===== src/rtl/per_source_ip_traffic_counter_defines.svh =====
// Assertion macros for the traffic counter RTL, used by psitc_ctrl.
`ifndef PER_SOURCE_IP_TRAFFIC_COUNTER_DEFINES_SVH
`define PER_SOURCE_IP_TRAFFIC_COUNTER_DEFINES_SVH
`ifndef ASSERT_OFF
`define PSITC_ASSERT(lbl, clk, rst, prop, msg) \
   lbl: assert property (@(posedge clk) disable iff (rst) prop) else $error(msg);
`define PSITC_ASSERT_RST(lbl, clk, prop, msg) \
   lbl: assert property (@(posedge clk) prop) else $error(msg);
`else
`define PSITC_ASSERT(lbl, clk, rst, prop, msg)
`define PSITC_ASSERT_RST(lbl, clk, prop, msg)
`endif
`endif


===== src/rtl/psitc_pkg.sv =====
// Types and constants shared by the traffic counter modules.
package psitc_pkg;
   localparam logic [15:0] ETH_TYPE_IPV4 = 16'h0800;
   localparam logic [7:0]  PROTO_TCP     = 8'd6;
   localparam logic [7:0]  PROTO_UDP     = 8'd17;
   localparam logic [15:0] MIN_CAPTURE   = 16'd34;

   typedef struct packed {
      logic [15:0] captured_len;
      logic [15:0] ether_type;
      logic [31:0] src_ip;
      logic [7:0]  ip_protocol;
      logic [15:0] ip_total_len;
   } req_type;

   typedef struct packed {
      logic        counted;
      logic        new_entry;
      logic [63:0] tcp_byte_sum;
      logic [63:0] tcp_pkt_count;
      logic [63:0] udp_byte_sum;
      logic [63:0] udp_pkt_count;
   } rsp_type;

   typedef struct packed {
      logic clear;
      logic load;
      logic hash;
      logic read;
      logic look;
      logic commit;
   } cmd_type;

   typedef struct packed {
      logic clear_last;
   } sts_type;
endpackage


===== src/rtl/psitc_ctrl.sv =====
// Sequencing state machine for the traffic counter.
`include "per_source_ip_traffic_counter_defines.svh"
module psitc_ctrl (
   input  logic              clock,
   input  logic              reset,
   input  logic              req_valid,
   output logic              req_stall,
   output logic              rsp_valid,
   input  logic              rsp_stall,
   input  psitc_pkg::sts_type sts,
   output psitc_pkg::cmd_type cmd
);
   import psitc_pkg::*;

   localparam logic [2:0] ST_CLEAR = 3'd0;
   localparam logic [2:0] ST_IDLE  = 3'd1;
   localparam logic [2:0] ST_HASH  = 3'd2;
   localparam logic [2:0] ST_READ  = 3'd3;
   localparam logic [2:0] ST_LOOK  = 3'd4;
   localparam logic [2:0] ST_ADD   = 3'd5;

   logic [2:0] state_ff, state_in;
   logic       rsp_valid_ff, rsp_valid_in;
   logic       out_free;

   assign out_free  = !rsp_valid_ff || !rsp_stall;
   assign req_stall = (state_ff != ST_IDLE);
   assign rsp_valid = rsp_valid_ff;

   always_comb begin
      state_in = state_ff;
      cmd      = '0;
      unique case (state_ff)
         ST_CLEAR: begin
            cmd.clear = 1'b1;
            if (sts.clear_last) state_in = ST_IDLE;
         end
         ST_IDLE: begin
            if (req_valid) begin
               cmd.load = 1'b1;
               state_in = ST_HASH;
            end
         end
         ST_HASH: begin
            cmd.hash = 1'b1;
            state_in = ST_READ;
         end
         ST_READ: begin
            cmd.read = 1'b1;
            state_in = ST_LOOK;
         end
         ST_LOOK: begin
            cmd.look = 1'b1;
            state_in = ST_ADD;
         end
         ST_ADD: begin
            if (out_free) begin
               cmd.commit = 1'b1;
               state_in   = ST_IDLE;
            end
         end
         default: state_in = ST_CLEAR;
      endcase
   end

   always_comb begin
      rsp_valid_in = rsp_valid_ff;
      if (cmd.commit) rsp_valid_in = 1'b1;
      else if (!rsp_stall) rsp_valid_in = 1'b0;
   end

   always_ff @(posedge clock) begin
      if (reset) begin
         state_ff     <= ST_CLEAR;
         rsp_valid_ff <= 1'b0;
      end else begin
         state_ff     <= state_in;
         rsp_valid_ff <= rsp_valid_in;
      end
   end

   `PSITC_ASSERT(a_accept_starts, clock, reset, (req_valid && !req_stall) |=> (state_ff == ST_HASH), "accepted beat did not start hashing")
   `PSITC_ASSERT(a_commit_free, clock, reset, cmd.commit |-> out_free, "result written over an untaken beat")
   `PSITC_ASSERT(a_one_cmd, clock, reset, $onehot0(cmd), "more than one command at once")
   `PSITC_ASSERT_RST(a_reset_clears, clock, reset |=> (state_ff == ST_CLEAR && !rsp_valid_ff), "reset did not start the clearing pass")
endmodule


===== config.mk =====
export PLATFORM = sky130hd
export DESIGN_NAME = psitc_ctrl
export DESIGN_NICKNAME = d
export VERILOG_FILES = /design/src/rtl/psitc_pkg.sv /design/src/rtl/psitc_ctrl.sv
export VERILOG_INCLUDE_DIRS = /design/src /design/src/rtl
export SDC_FILE = /design/constraint.sdc
export NUM_CORES = 1
export LEC_CHECK = 0
export ABC_AREA = 1
export CELL_PAD_IN_SITES_DETAIL_PLACEMENT = 1
export CELL_PAD_IN_SITES_GLOBAL_PLACEMENT = 2
export CORE_AREA = 5 5 42 44
export CTS_CLUSTER_DIAMETER = 120
export DETAILED_ROUTE_END_ITERATION = 7
export DIE_AREA = 0 0 47 49
export DONT_BUFFER_PORTS = 1
export GPL_TIMING_DRIVEN = 0
export HOLD_SLACK_MARGIN = 0.05
export MAX_ROUTING_LAYER = met4
export PLACE_DENSITY_LB_ADDON = 0.1
export SLEW_MARGIN = 25
export SYNTH_ARGS = -nofsm -noshare
export SYNTH_HDL_FRONTEND = slang
export SYNTH_SLANG_ARGS = --single-unit

===== constraint.sdc =====
create_clock -name clock -period 1.3 [get_ports clock]
set_input_delay 0.39 -clock clock [delete_from_list [all_inputs] [get_ports clock]]
set_output_delay 0.39 -clock clock [all_outputs]
set_load 0.005 [all_outputs]

==> flow_summary.yaml <==
status:
  status: "finished, violations left"
  violations: "setup timing"
routing:
  viasPerCell: 4.40
  vias: 277
  first_iter_violations: 1
  route.detailed.drc: 0
  wl_per_cell_um: 12.0
  wirelength_um: 756
  dr.pass1.iters: 2
  antenna_left: 0
floorplanning:
  die_area_um2: 2300
  die_w_um: 47
  core_um2: 1400
  start_util: 0.164
  ios: 13
  die_h_um: 49
  placementRows: 14
clocking:
  clock_latency_ns: 0.23
  cts_sinks: 4
  clock_path_buffers: 2
  cts_tree: "built"
  cts-buffers-inserted: 3
  htree_num_levels: 1
  clockRootBuffer: "clkbuf_4"
  clk_pin_slew_ns: 0.04
global_route:
  grt.overflow.total: 0
  grt_max_degree: 8
  grt_usage: 0.0829
  grt_antenna_before_repair: 0
  grt_pass1_vias: 328
  grt_first_pass_wirelength_um: 1350
yosys:
  syn-cell-area_um2: 230
  synth-seq-cells: 4
  yosysTopAreaCell: "dfxtp_1"
  synthCells: 38
  syn_area_per_cell_um2: 6.06
  yosys_warnings: 0
  syn_nets: 43
  yosysTopAreaCellShare: 0.348
  seq_area_frac_synth: 0.348
  ys_types: 13
  synth_area_leaders: "dfxtp_1, nand2_1, nor2_1"
worst_setup_path:
  crit_fanout: 4
  r2r_cells: 6
  crit_arrival_ns: 0.95
  cp-end-kind: "primary output"
  crit_type: "reg2out"
  required_ns: 0.91
  crit_path_start_kind: "flop"
sta:
  setup_viol_count_final: 3
  worstMarginPinSlew_ns: 0.145
  finClkSkew_ns: 0.00492
  period_share: 1.03
  fin_tns_setup_ns: -0.124
  hold_violations: 0
  fin_crit_ns: 1.34
  fin_ws_ns: -0.0438
  relSlewSlack: 0.903
  rsz0062_at_grt: "yes"
  fmax_ghz: 0.744
  maxSlewViolCount: 0
placement:
  io_buffers: 0
  dp_hpwl_um: 554
  globalplace.congestion: 0.722
job:
  maxCapViolations: 0
power:
  total_power_uw: 410
  peakVddDrop_v: 0.000523
  p_per_area_nw_per_um2: 1100
  leakagePower_nw: 0.171
final_layout:
  syn2layout_area_growth_pct: 62.5
  layout_common_cells: "buf_4, nand2_1, inv_1, nor2_4"
  nets: 54
  layout_commonest_cell: "buf_4"
  fillers: 184
  drive_above_1_share: 0.511
  n_antenna_cell: 0
min_path:
  hold_path_class: "in2reg"
  hold_path_depth: 1
state kept, by name, indices dropped and copies added, names as in the netlist:
| signal | cells |
|---|---|
| rsp_valid | 1 |
| state_ff | 3 |
metrics by stage:
| stage | utilization | instance area, um2 | std cells | setup WS, ns | hold WS [ns] |
|---|---|---|---|---|---|
| after floorplan | - | 230 | 38 | 0.124 | 0.459 |
| after global placement | 0.179 | 250 | 54 | 0.0144 | 0.462 |
| after detailed placement | 0.179 | 250 | 54 | 0.0201 | 0.467 |
| after CTS | 0.238 | 334 | 62 | -0.108 | 0.204 |
| after global routing | 0.267 | 374 | 63 | -0.126 | 0.201 |
| final | 0.267 | 374 | 63 | -0.0438 | 0.215 |
synth_stat cells:
library cell,count
a31oi_1,1
o21ai_0,1
nor3_1,1
nand3_1,3
buf_4,1
nand2_1,8
dfxtp_1,4
nand3b_1,1
a21oi_1,3
nor2_1,8
inv_2,2
inv_1,4
nor2_2,1
layout make-up:
class	instances	area (um2)	share of cell area
clock buffers	3	22.5	0.0602
well taps	16	20.0	0.0535
inverters	6	27.5	0.0736
plain buffers	1	7.51	0.0201
flip-flops and latches	4	91.3	0.244
multi-input cells	27	160	0.428
repair buffers	6	45.0	0.120
power breakdown:
part,switching (mW),internal [mW],total [mW]
Combinational,0.0594,0.0413,0.101
Clock,0.0480,0.103,0.151
Sequential,0.0234,0.135,0.159
Total,0.131,0.280,0.410
cell families (layout without fill, tap and decap cells):
| logic type | count (synthesis) | in the layout | share of synthesized area |
|---|---|---|---|
| DFF | 4 | 4 | 0.348 |
| buffers and inverters | 7 | 16 | 0.130 |
| AOI/OAI and AO/OA | 5 | 5 | 0.114 |
| and+or+nand+nor | 22 | 22 | 0.408 |
critical path: stages, from the launching register on:
cell     delay [ns]
dfxtp_4        0.35
inv_4          0.08
buf_4          0.13
nand2_2        0.07
nor2_2         0.10
what timing repair did:
item / in CTS / in global routing
endpoints found under the setup margin: 7 / 7
buffers inserted: 5 / 1
gates resized for setup: 10 / 10
hold buffers: 0 / 0
pin swaps: 2 / 2
layer usage:
metal	routed length, um	global-route usage
met5	0	-
met4	21	0.0276
met3	73	0.0664
met2	394	0.111
met1	267	0.0917
final timing paths:
| check | from | end | slack (ns) |
|---|---|---|---|
| worst max-delay path | state_ff[2] | cmd[4] | -0.04 |
| worst min-delay path | reset | state_ff[0] | 0.22 |
| worst max register to register | state_ff[2] | state_ff[0] | 0.32 |
| worst min register to register | rsp_valid | rsp_valid | 0.50 |
Note: power is estimated with default switching activity, not from simulation.
